<file path="src/rtl/ggnh_cell.sv">
// One table cell: holds one node position and rotates it to its neighbor during a scan.
module ggnh_cell (
    input  logic               i_clk,
    input  logic               i_wr,
    input  logic signed [15:0] i_wr_x,
    input  logic signed [15:0] i_wr_y,
    input  logic               i_shift,
    input  logic signed [15:0] i_nbr_x,
    input  logic signed [15:0] i_nbr_y,
    output logic signed [15:0] o_x,
    output logic signed [15:0] o_y
);

    logic signed [15:0] r_x;
    logic signed [15:0] r_y;

    always_ff @(posedge i_clk) begin
        if (i_wr) begin
            r_x <= i_wr_x;
            r_y <= i_wr_y;
        end else if (i_shift) begin
            r_x <= i_nbr_x;
            r_y <= i_nbr_y;
        end
    end

    assign o_x = r_x;
    assign o_y = r_y;

endmodule

</file>
<file path="config.mk">
export PLATFORM = sky130hd
export DESIGN_NAME = ggnh_cell
export DESIGN_NICKNAME = d
export VERILOG_FILES = /design/src/rtl/ggnh_cell.sv
export SDC_FILE = /design/constraint.sdc
export NUM_CORES = 1
export LEC_CHECK = 0
export BUFFER_PORTS_ARGS = -buffer_cell sky130_fd_sc_hd__buf_2
export CORE_MARGIN = 4
export CORE_UTILIZATION = 31
export DETAILED_ROUTE_END_ITERATION = 8
export REMOVE_ABC_BUFFERS = 1
export SYNTH_ARGS = -nofsm -noshare
export SYNTH_HDL_FRONTEND = slang
export SYNTH_SLANG_ARGS = --single-unit
</file>
<file path="constraint.sdc">
create_clock -name i_clk -period 2 [get_ports i_clk]
set_input_delay 0.1 -clock i_clk [delete_from_list [all_inputs] [get_ports i_clk]]
set_output_delay 0.1 -clock i_clk [all_outputs]
set_load 0.02 [all_outputs]
</file>
# Yosys cells after proc, flatten, opt, wreduce, memory -nomap -nowiden
# Cells that the tools add are included.
# word_totals
input_bits	67
out_inout_bits	32
register_bits	32
word_cells	7
# classes
muxes	4
n_reduce_logical	1
# ops
cell	n
$mux 16	4
$reduce_bool 2->1	1

# Depth between registers and ports, before layout
# logic_depth
depth_word	2
mapped_depth	3

# Least setup slack after synthesis
# Ideal clock, no wire load.
# synth_path
path_type	input to register
start	in i_wr
end	reg r_x[0], in the netlist o_x[0] (enable)
slack_ns	0.487
arrival_time_ns	1.122
stages	3
n_path_buf	2
setup_time_ns	0.390
required_ns	1.610
cell_sequence	buf_6 buf_12 or2_1
# synth_via
elab_chain_cells	1
# synth_lines
item	line_no	source
start, declared	4	input logic i_wr,
$reduce_bool 2->1 (no source line)	-	
end signal, assigned	19	r_x <= i_wr_x;
end signal, assigned	22	r_x <= i_nbr_x;
end, declared	14	logic signed [15:0] r_x;
# Every way passes these cells.
# A chain may end at the register's enable or synchronous reset.

# Worst setup path after layout
# layout_path
start	reg r_y[1], in the netlist o_y[1]
end	out o_y[1]
# layout_rtl
item	line_no	source
start, declared	15	logic signed [15:0] r_y;
start signal, assigned	20	r_y <= i_wr_y;
start signal, assigned	23	r_y <= i_nbr_y;
end, declared	11	output logic signed [15:0] o_y
# No word-level cell between the ends.

==> metrics.md <==
| Metric | Value |
|---|---|
| Synth Area in Compound Gates | `0%` |
| Critical Path AT | `0.82 ns` |
| Critical Path Max Stage Delay | `0.37 ns` |
| Die H | `77.7 um` |
| Wirelength per Cell | `14.4 um` |
| Top cell type's share of synthesized area | `63.7%` |
| # setup viols final | `0` |
| Root Buffer | `clkbuf_8` |
| F_max | `1.09 GHz` |
| Initial core utilization | `31.9%` |
| Vias in the first global route | `1113` |
| Remaining antenna violation count after routing | `0` |
| Largest family of logic cells by synthesized area | `multiplexers` |
| Commonest cells after routing, fill and taps aside | `buf_2, edfxtp_1, mux2_4` |
| Avg Inst Size Synth | `21.9 sq um` |
| CP Cell Sequence | `buf_2` |
| Worst slew pin tran | `0.409 ns` |
| Slowest stage cell, crit path | `edfxtp_1` |
| Final Hold Fails | `0` |
| Final TNS setup | `0 ns` |
| Yosys warnings | `0` |
| Final Util | `44.7%` |
| Cell count after synthesis | `69` |
| Share of cells above drive strength 1 | `80.3%` |
| Vias | `993` |
| Leakage | `1.02 nW` |
| Placed Area | `2030 sq um` |
| Commonest non-fill, non-tap cell in the layout | `buf_2` |
| DP HPWL | `2710 um` |
| CP delay by family, top | `flip-flops` |
| Synth Area in XOR/XNOR | `0%` |
| NumNets Final | `240` |
| CTS tree | `yes` |
| Drc violations | `0` |
| Core area | `4720 sq um` |
| Port bufs | `98` |
| Cell taking the most area after synthesis | `edfxtp_1` |
| Ant diodes | `0` |
| RSZ-0062 raised after global routing | `false` |
| Post-CTS sizing | `0` |
| DIE AREA | `6040 sq um` |
| Largest net degree at the start of global routing | `33` |
| Pre-antenna DRT Iters | `4` |
| Proportion of synthesized area in mux cells | `31.1%` |
| Hold WS | `0.119 ns` |
| # IOs | `99` |
| Synthesized area | `1510 sq um` |
| CP Class | `flop to primary output` |
| Synth top area cells | `edfxtp_1, mux2_4, buf_12` |
| Postcts setup bufs | `0` |
| DRT Wirelength | `3460 um` |
| Iter 0 DRT Violations | `26` |
| Congestion Overflow GR | `0` |
| Startpoint types | `flop` |
| Worst vdd ir | `0.000225 V` |
| Post-synthesis simple-gate area fraction | `0.415%` |
| Initial antenna violation count | `0` |
| Post-route clock period utilization | `45.9%` |
| Fin. max-slew vios | `0` |
| CP Buf/Inv Count | `1` |
| Critical Path RT | `1.90 ns` |
| Worst-path fanout max | `1` |
| Seq/Total Area, Yosys | `63.7%` |
| Final min period | `0.918 ns` |
| Area delta synth->final | `40.0%` |
| Hold-fix buffers at CTS | `0` |
| Outcome | `finished clean` |
| Synth Area in Adders | `0%` |
| First-pass GRT wire length | `5140 um` |
| Row count | `25` |
| Pwr/cell area | `783 nW/um^2` |
| Critical Path End Type | `primary output` |
| Max cap viols | `0` |
| Filler Cells Inserted | `448` |
| Vias per cell | `4.14` |
| CTS H-tree depth | `2` |
| Distinct cells, synth | `6` |
| Max transition margin | `72.7%` |
| RD Place Congestion | `0.796` |
| Finished Cell Area | `2110 sq um` |
| DIE WIDTH | `77.7 um` |
| TritonCTS buffer count | `5` |
| Reg clk slew, reported paths | `0.07 ns` |
| Synth Register Bits | `32` |
| CTS max path bufs | `2` |
| GRT Overall Usage | `11.3%` |
| Hold Path Class | `input port to flop` |
| Clock sinks | `32` |
==> flip-flops by register name (all words and copies together), names as in the netlist <==
name	flops
o_x	16
o_y	16
==> where the power goes <==
group / total (W) / internal [W] / switching (W)
logic: 0.000351 / 0.000169 / 0.000182
clock network: 0.000462 / 0.000236 / 0.000225
registers: 0.000840 / 0.000823 / 0.0000163
total: 0.00165 / 0.00123 / 0.000424
==> final timing paths <==
kind,from,end,slack (ns),depth (start not counted)
worst max-delay path,o_y[1]$_DFFE_PP_,o_y[1],1.08,1
worst min-delay path,i_nbr_y[15],o_y[15]$_DFFE_PP_,0.12,2
==> cell families after synthesis <==
| family | after synthesis |
|---|---|
| DFF | 32 |
| muxes | 32 |
| buffers and inverters | 4 |
| and+or+nand+nor | 1 |
==> area by class of cell <==
class                           count  area [sq um]  area share (%)
Sequential cell                    32           961            45.5
Timing Repair Buffer              101           513            24.3
Multi-Input combinational cell     33           475            22.5
Tap cell                           67          83.8            3.97
Clock buffer                        6          72.6            3.44
Clock inverter                      1          5.00           0.237
==> Yosys cell counts <==
master	number
buf_6	1
mux2_2	3
edfxtp_1	32
or2_1	1
mux2_4	29
buf_12	3
==> per-layer routing <==
metal	GRT usage, %	wire length [um]	vias up
met5	0	0	-
met4	5.34	61	0
met3	5.22	286	5
met2	20.5	1820	56
met1	10.5	1300	457
li1	-	-	475
==> through the flow <==
stage	cells	setup slack [ns]	total power [W]
6_report	240	1.08	0.00165
3_3_place_gp	233	0.855	0.00120
3_5_place_dp	233	0.831	0.00121
5_1_grt	240	1.03	0.00173
2_1_floorplan	65	0.767	0.00105
4_1_cts	240	1.06	0.00168
Power figures use the tool's default switching activity.
