### src/rtl/ggnh_pkg.sv
// Shared types and codes for the greedy geographic next-hop selector.
package ggnh_pkg;

    // Input item kinds.
    localparam logic KIND_LOAD  = 1'b0;
    localparam logic KIND_ROUTE = 1'b1;

    // Route result codes.
    localparam logic [1:0] ROUTE_SINK = 2'd0;
    localparam logic [1:0] ROUTE_NODE = 2'd1;
    localparam logic [1:0] ROUTE_NONE = 2'd2;

    // Configuration register indexes.
    localparam logic [2:0] REG_SINK_X    = 3'd0;
    localparam logic [2:0] REG_SINK_Y    = 3'd1;
    localparam logic [2:0] REG_RANGE     = 3'd2;
    localparam logic [2:0] REG_CAP       = 3'd3;
    localparam logic [2:0] REG_NODE_CNT  = 3'd4;

    // Width of the reported relay index.
    localparam int unsigned NEXT_W = 7;

    // Tag that travels with each beat through the distance pipeline.
    typedef struct packed {
        logic              beat;     // a beat is present in this stage
        logic              sink;     // beat carries the sink position itself
        logic              node_ok;  // beat carries a table entry below node_count
        logic              last;     // final beat of the scan
        logic [NEXT_W-1:0] idx;      // low bits of the table slot
    } t_tag;

endpackage

### src/rtl/ggnh_eval.sv
// Distance pipeline and best-candidate tracker fed by the head of the cell chain.
module ggnh_eval (
    input  logic               i_clk,
    input  logic               i_rst_n,
    input  ggnh_pkg::t_tag     i_tag,
    input  logic signed [15:0] i_node_x,
    input  logic signed [15:0] i_node_y,
    input  logic signed [15:0] i_pkt_x,
    input  logic signed [15:0] i_pkt_y,
    input  logic signed [15:0] i_sink_x,
    input  logic signed [15:0] i_sink_y,
    input  logic [15:0]        i_radio_range,
    input  logic [15:0]        i_cap,
    output logic               o_fin,
    output logic [1:0]         o_route,
    output logic [ggnh_pkg::NEXT_W-1:0] o_next
);

    import ggnh_pkg::*;

    // Stage 1: coordinate differences.
    t_tag               r_tag1;
    logic signed [16:0] r_dxs, r_dys, r_dxp, r_dyp;
    // Stage 2: squares. A 17-bit difference squared always fits in 32 bits.
    t_tag               r_tag2;
    logic [31:0]        r_sxs, r_sys, r_sxp, r_syp;
    // Stage 3: squared distances.
    t_tag               r_tag3;
    logic [32:0]        r_to_sink, r_to_pkt;
    // Squared thresholds.
    logic [31:0]        r_range2, r_cap2;
    // Running decision state.
    logic [32:0]        r_best;
    logic [NEXT_W-1:0]  r_pick;
    logic               r_found, r_pick_zero, r_hit, r_fin;

    logic signed [33:0] sq_xs, sq_ys, sq_xp, sq_yp;
    logic               in_range, better;

    assign sq_xs = r_dxs * r_dxs;
    assign sq_ys = r_dys * r_dys;
    assign sq_xp = r_dxp * r_dxp;
    assign sq_yp = r_dyp * r_dyp;

    assign in_range = r_to_pkt <= {1'b0, r_range2};
    assign better   = r_to_sink <= r_best;

    always_ff @(posedge i_clk) begin
        if (!i_rst_n) begin
            r_tag1 <= '0;
            r_tag2 <= '0;
            r_tag3 <= '0;
            r_fin  <= 1'b0;
        end else begin
            r_tag1 <= i_tag;
            r_tag2 <= r_tag1;
            r_tag3 <= r_tag2;
            r_fin  <= r_tag3.beat && r_tag3.last;
        end
    end

    always_ff @(posedge i_clk) begin
        r_range2 <= i_radio_range * i_radio_range;
        r_cap2   <= i_cap * i_cap;

        r_dxs <= $signed({i_node_x[15], i_node_x}) - $signed({i_sink_x[15], i_sink_x});
        r_dys <= $signed({i_node_y[15], i_node_y}) - $signed({i_sink_y[15], i_sink_y});
        r_dxp <= $signed({i_pkt_x[15], i_pkt_x}) - $signed({i_node_x[15], i_node_x});
        r_dyp <= $signed({i_pkt_y[15], i_pkt_y}) - $signed({i_node_y[15], i_node_y});

        r_sxs <= sq_xs[31:0];
        r_sys <= sq_ys[31:0];
        r_sxp <= sq_xp[31:0];
        r_syp <= sq_yp[31:0];

        r_to_sink <= {1'b0, r_sxs} + {1'b0, r_sys};
        r_to_pkt  <= {1'b0, r_sxp} + {1'b0, r_syp};

        // The sink beat opens every scan and resets the search.
        if (r_tag3.beat) begin
            if (r_tag3.sink) begin
                r_hit   <= in_range;
                r_best  <= {1'b0, r_cap2};
                r_found <= 1'b0;
            end else if (r_tag3.node_ok && in_range && better) begin
                r_best      <= r_to_sink;
                r_pick      <= r_tag3.idx;
                r_found     <= 1'b1;
                r_pick_zero <= r_to_pkt == '0;
            end
        end
    end

    always_comb begin
        o_route = ROUTE_NONE;
        o_next  = '0;
        if (r_hit) begin
            o_route = ROUTE_SINK;
        end else if (r_found && !r_pick_zero) begin
            o_route = ROUTE_NODE;
            o_next  = r_pick;
        end
    end

    assign o_fin = r_fin;

endmodule
### config.mk
export PLATFORM = sky130hd
export DESIGN_NAME = ggnh_eval
export DESIGN_NICKNAME = d
export VERILOG_FILES = /design/src/rtl/ggnh_pkg.sv /design/src/rtl/ggnh_eval.sv
export SDC_FILE = /design/constraint.sdc
export NUM_CORES = 2
export LEC_CHECK = 0
export ABC_AREA = 1
export BUFFER_PORTS_ARGS = -buffer_cell sky130_fd_sc_hd__buf_4
export CORE_ASPECT_RATIO = 1.2
export CORE_MARGIN = 3
export CORE_UTILIZATION = 35
export CTS_CLUSTER_DIAMETER = 100
export DETAILED_ROUTE_END_ITERATION = 16
export PLACE_DENSITY = 0.56
export RECOVER_POWER = 50
export SKIP_CTS_REPAIR_TIMING = 1
export SYNTH_ARGS = -nofsm -noshare
export SYNTH_HDL_FRONTEND = slang
export SYNTH_SLANG_ARGS = --single-unit
### constraint.sdc
create_clock -name i_clk -period 5.4 [get_ports i_clk]
set_input_delay 0.54 -clock i_clk [delete_from_list [all_inputs] [get_ports i_clk]]
set_output_delay 0.54 -clock i_clk [all_outputs]
set_load 0.01 [all_outputs]
After elaboration in Yosys (flattened, before gate mapping) --
Cells that the tools add are included.
Word-level totals: bits in registers 403, output and inout bits 10, word-level logic and storage cells 66, input port bits 141
Operators by class: multiply operators 6, bitwise gates (word level) 1, $lt $le $gt $ge 2, add/sub/neg operators 6, mux-type cells 7, reductions and logical operators 10
Operators with widths (count):
- 17-bit by 17-bit multiplier with 32-bit output | 4
- 16-bit by 16-bit subtractor with 17-bit output | 4
- 32-bit by 32-bit adder with 33-bit output | 2
- 16-bit by 16-bit multiplier with 32-bit output | 2
- 33-bit by 32-bit <= comparator with 1-bit output | 1
- 33-bit <= comparator | 1
- 33-bit logical NOT | 1
- 33-bit 2-to-1 mux | 1
- 32-bit 2-to-1 mux | 1
- 7-bit 2-to-1 mux | 2
- 1-bit logical AND | 4
- 2-bit 2-to-1 mux | 2
- 2-bit AND reduction | 2
- 3-bit AND reduction | 1
- 2-bit nonzero test | 1
- 1-bit logical NOT | 1
- 1-bit 2-to-1 mux | 1
- 1-bit NOT | 1

Longest topological paths before layout --
depth after elaboration 5, depth in mapped cells 28, gate-level depth less buffers 26

Worst setup path before layout --
No wires, ideal clock.
path type reg-to-reg, start register r_dxs[7], end register r_sxs[30], arrival 5590 ps, library setup time 72 ps, slack -262 ps, clock period less this slack 5662 ps, required time 5328 ps, cell stages (with the launch flop) 22, buffers on the path 2, path through dfxtp_1 -> clkbuf_1 -> clkbuf_1 -> nand2_1 -> fa_1 -> inv_1 -> fa_1 -> inv_1 -> fa_1 -> inv_1 -> fa_1 -> inv_1 -> fa_1 -> inv_1 -> fa_1 -> ha_1 -> inv_1 -> nor3_1 -> nand2_1 -> or2_1 -> nand3_1 -> xor2_1
Between the ends: cells in the longest elaborated chain, start to end 1
Ends and longest elaborated chain:
- start, declared | RTL line ggnh_eval.sv:23 | logic signed [16:0] r_dxs, r_dys, r_dxp, r_dyp;
- start signal, assigned | RTL line ggnh_eval.sv:66 | r_dxs <= $signed({i_node_x[15], i_node_x}) - $signed({i_sink_x[15], i_sink_x});
- 17-bit by 17-bit multiplier with 32-bit output | RTL line ggnh_eval.sv:40 | assign sq_xs = r_dxs * r_dxs;
- net sq_xs[30] | RTL line ggnh_eval.sv:37 | logic signed [33:0] sq_xs, sq_ys, sq_xp, sq_yp;
- end signal, assigned | RTL line ggnh_eval.sv:71 | r_sxs <= sq_xs[31:0];
- end, declared | RTL line ggnh_eval.sv:26 | logic [31:0] r_sxs, r_sys, r_sxp, r_syp;
The timed path passes the listed nets, and every way through them passes these cells. A chain may end at the register's enable or synchronous reset.

Final worst setup path --
start register r_dys[16], end register r_sys[30]
Between the ends: cells in the longest elaborated chain, start to end 1
Ends and longest elaborated chain:
- start, declared | RTL line ggnh_eval.sv:23
- start signal, assigned | RTL line ggnh_eval.sv:67 | r_dys <= $signed({i_node_y[15], i_node_y}) - $signed({i_sink_y[15], i_sink_y});
- 17-bit by 17-bit multiplier with 32-bit output | RTL line ggnh_eval.sv:41 | assign sq_ys = r_dys * r_dys;
- net sq_ys[30] | RTL line ggnh_eval.sv:37
- end signal, assigned | RTL line ggnh_eval.sv:72 | r_sys <= sq_ys[31:0];
- end, declared | RTL line ggnh_eval.sv:26
The timed path passes the listed nets, and every way through them passes these cells.

==> flow_metrics.tcl <==
set metrics [dict create \
    yosys_warnings 0 \
    drc 0 \
    die_w_um 421 \
    fin_nets 11881 \
    wire_per_inst_um 15.0 \
    placed_cells 12277 \
    ant_nets 0 \
    wl_um 187000 \
    hpwl_um 165000 \
    min_period_ns 5.51 \
    place_congestion 0.946 \
    violations "capacitance limit, slew limit, setup timing" \
    fmax_mhz 181 \
    synth-seq-cells 397 \
    clockBufferDepth 3 \
    pin_count 151 \
    start_kind "flop" \
    synth-seq-area-share 0.116 \
    cts_buffers 51 \
    yosys.area.top_type "fa_1" \
    fp.dieH_um 505 \
    finalSetupViolCount 2 \
    cts_tree "done" \
    end_kind "flop" \
    rsz0062_at_grt "yes" \
    syn_to_final_growth_pct 21.1 \
    use_met2 0.332 \
    fin_ws_ns -0.113 \
    synthFlopType "dfxtp_1" \
    worstMarginPinSlew_ns 2.01 \
    synthTopCellsByArea "fa_1, inv_1, ha_1" \
    cp_slowest_cell "fa_2" \
    core_mm2 0.205 \
    synthesis.area_mm2 0.0725 \
    slowest_delay_ns 0.60 \
    synth_cells 8846 \
    layout-drive-gt1-share 0.179 \
    clk_pin_slew_worst_paths_ns 0.06 \
    grt_use_met1 0.217 \
    maxCapViolations 3 \
    port_buffers 150 \
    period_share 1.02 \
    final_cells 12465 \
    yosysTopAreaCellShare 0.374 \
    cts_sinks 397 \
    cp_cell_sequence "buf_12 -> nand2_1 -> inv_2 -> fa_2 -> inv_2 -> fa_2 -> buf_6 -> fa_1 -> inv_1 -> fa_1 -> inv_2 -> fa_1 -> inv_2 -> fa_1 -> ha_4 -> inv_4 -> nor3_4 -> nand2_2 -> nor4_2 -> nand2_1 -> nand3_2 -> xor2_1" \
    crit_path_max_fanout 8 \
    ys_types 54 \
    syn-num-nets 11066 \
    htree_levels 2 \
    die_area_mm2 0.213 \
    max_slew_margin -0.338 \
    required_ns 5.96 \
    grt_max_degree 37 \
    grt_antenna_before_repair 7 \
    drtPass1Iterations 5 \
    grt_util_met3 0.0152 \
    synth.avg_cell_area_um2 8.19 \
    min_path_type "in -> reg" \
    rows 182 \
    finClkSkew_ns 0.0194 \
    via_count 56612 \
    drv_slew 105 \
    status "finished with violations" \
    first_global_vias 61780 \
    async_reset_ff_frac 0 \
    busiest_layer "met2" \
    initial_core_util 0.353 \
    crit_type "reg -> reg" \
    synth_edf_count 43 \
    critPathArrivalTime_ns 6.07 \
    gr-total-overflow 0 \
    grt_usage 0.177 \
    clock_latency_ns 0.65 \
    drt_iter0_markers 2251 \
    cts-root-buf "clkbuf_16" \
    routed_via_density 4.54 \
    grt_first_pass_wirelength_um 310000 \
    hold_viol 0 \
    tns_ns -0.131 \
]
==> placed cells by master, fill, tap and decap left out, types with 51 or more instances in the layout <==
master        n
nor2_1      292
nand2_2      99
a21oi_1     275
o21ai_0     122
nor3_1       51
clkbuf_16    54
fa_1       1306
xnor2_1      96
nand3_1     197
buf_4       874
ha_1        644
nand4_1      66
a21oi_2      73
nand2_1    1621
ha_4         75
dfxtp_1     302
xor2_1      228
inv_1      2478
inv_2        80
==> area by class of cell <==
type                       count  area [um2]
tap                         2760        3450
sequential                   397        8520
clock inverter                33         447
timing repair buffer         978        7950
antenna                        2        5.00
multi-input combinational   5670       56400
fill                       20579      118000
clock buffer                  62        1430
inverter                    2563        9640
==> worst max-delay path, delay by kind of cell, from the launching register on <==
| kind | cells | cell delay [ns] |
|---|---|---|
| buffers and inverters | 8 | 0.59 |
| XOR/XNOR | 1 | 0.16 |
| flip-flops | 1 | 0.33 |
| adder cells (fa/ha/maj) | 7 | 3.45 |
| AND/OR/NAND/NOR | 6 | 0.86 |
==> cell families after synthesis <==
group | Yosys count | synth area share
adder cells (fa/ha/maj) | 2079 | 0.499
AO/OA/AOI/OAI | 719 | 0.0575
AND/OR/NAND/NOR | 2534 | 0.143
buffers and inverters | 2779 | 0.144
XOR/XNOR | 338 | 0.0408
flip-flops | 397 | 0.116
==> cell usage after synthesis (all sizes together), types with 66 or more instances <==
cell type / n
inv: 2562
ha: 723
xnor2: 101
fa: 1356
nor3: 73
nand3: 220
a21oi: 362
dfxtp: 354
nand4: 66
nand2: 1745
o21ai: 197
xor2: 237
clkbuf: 201
nor2: 360
==> path summary, 6_finish.rpt <==
kind	from	endpoint	slack, ns	cells past startpoint
worst max-delay path	r_dys[16]	r_sys[30]	-0.11	22
worst min-delay path	i_tag[6]	r_tag1[6]	0.07	3
worst max register to register	r_dys[16]	r_sys[30]	-0.11	22
worst min register to register	r_tag3[1]	r_pick[1]	0.40	0
==> per-stage QoR <==
step	cell area (um2)	setup slack [ns]	utilization	hold WS, ns
floorplan	72500	-0.0285	-	0.329
global placement	82200	-0.374	0.400	0.388
detailed placement	82200	-0.450	0.400	0.391
CTS	84100	-0.465	0.409	0.00806
global route	87800	-0.324	0.427	0.0501
finish	87800	-0.113	0.427	0.0747
==> layer usage <==
metal	up-vias	routed length, um
met5	-	27
met4	4	5450
met3	272	5390
met2	826	98700
met1	27904	78000
li1	27606	-
==> registers in the layout, indices dropped and copies added, names as in the netlist, 7 cells and up <==
name	flops
r_best	33
r_to_pkt	33
r_to_sink	33
r_cap2	31
r_range2	31
r_sxp	31
r_sxs	31
r_syp	31
r_sys	31
r_dxp	17
r_dxs	17
r_dyp	17
r_dys	17
r_tag1	11
r_tag2	11
r_tag3	11
r_pick	7
Power is left out: the tool's default activity adds up to more than one toggle a clock period on the data nets, which glitch-free logic cannot reach.
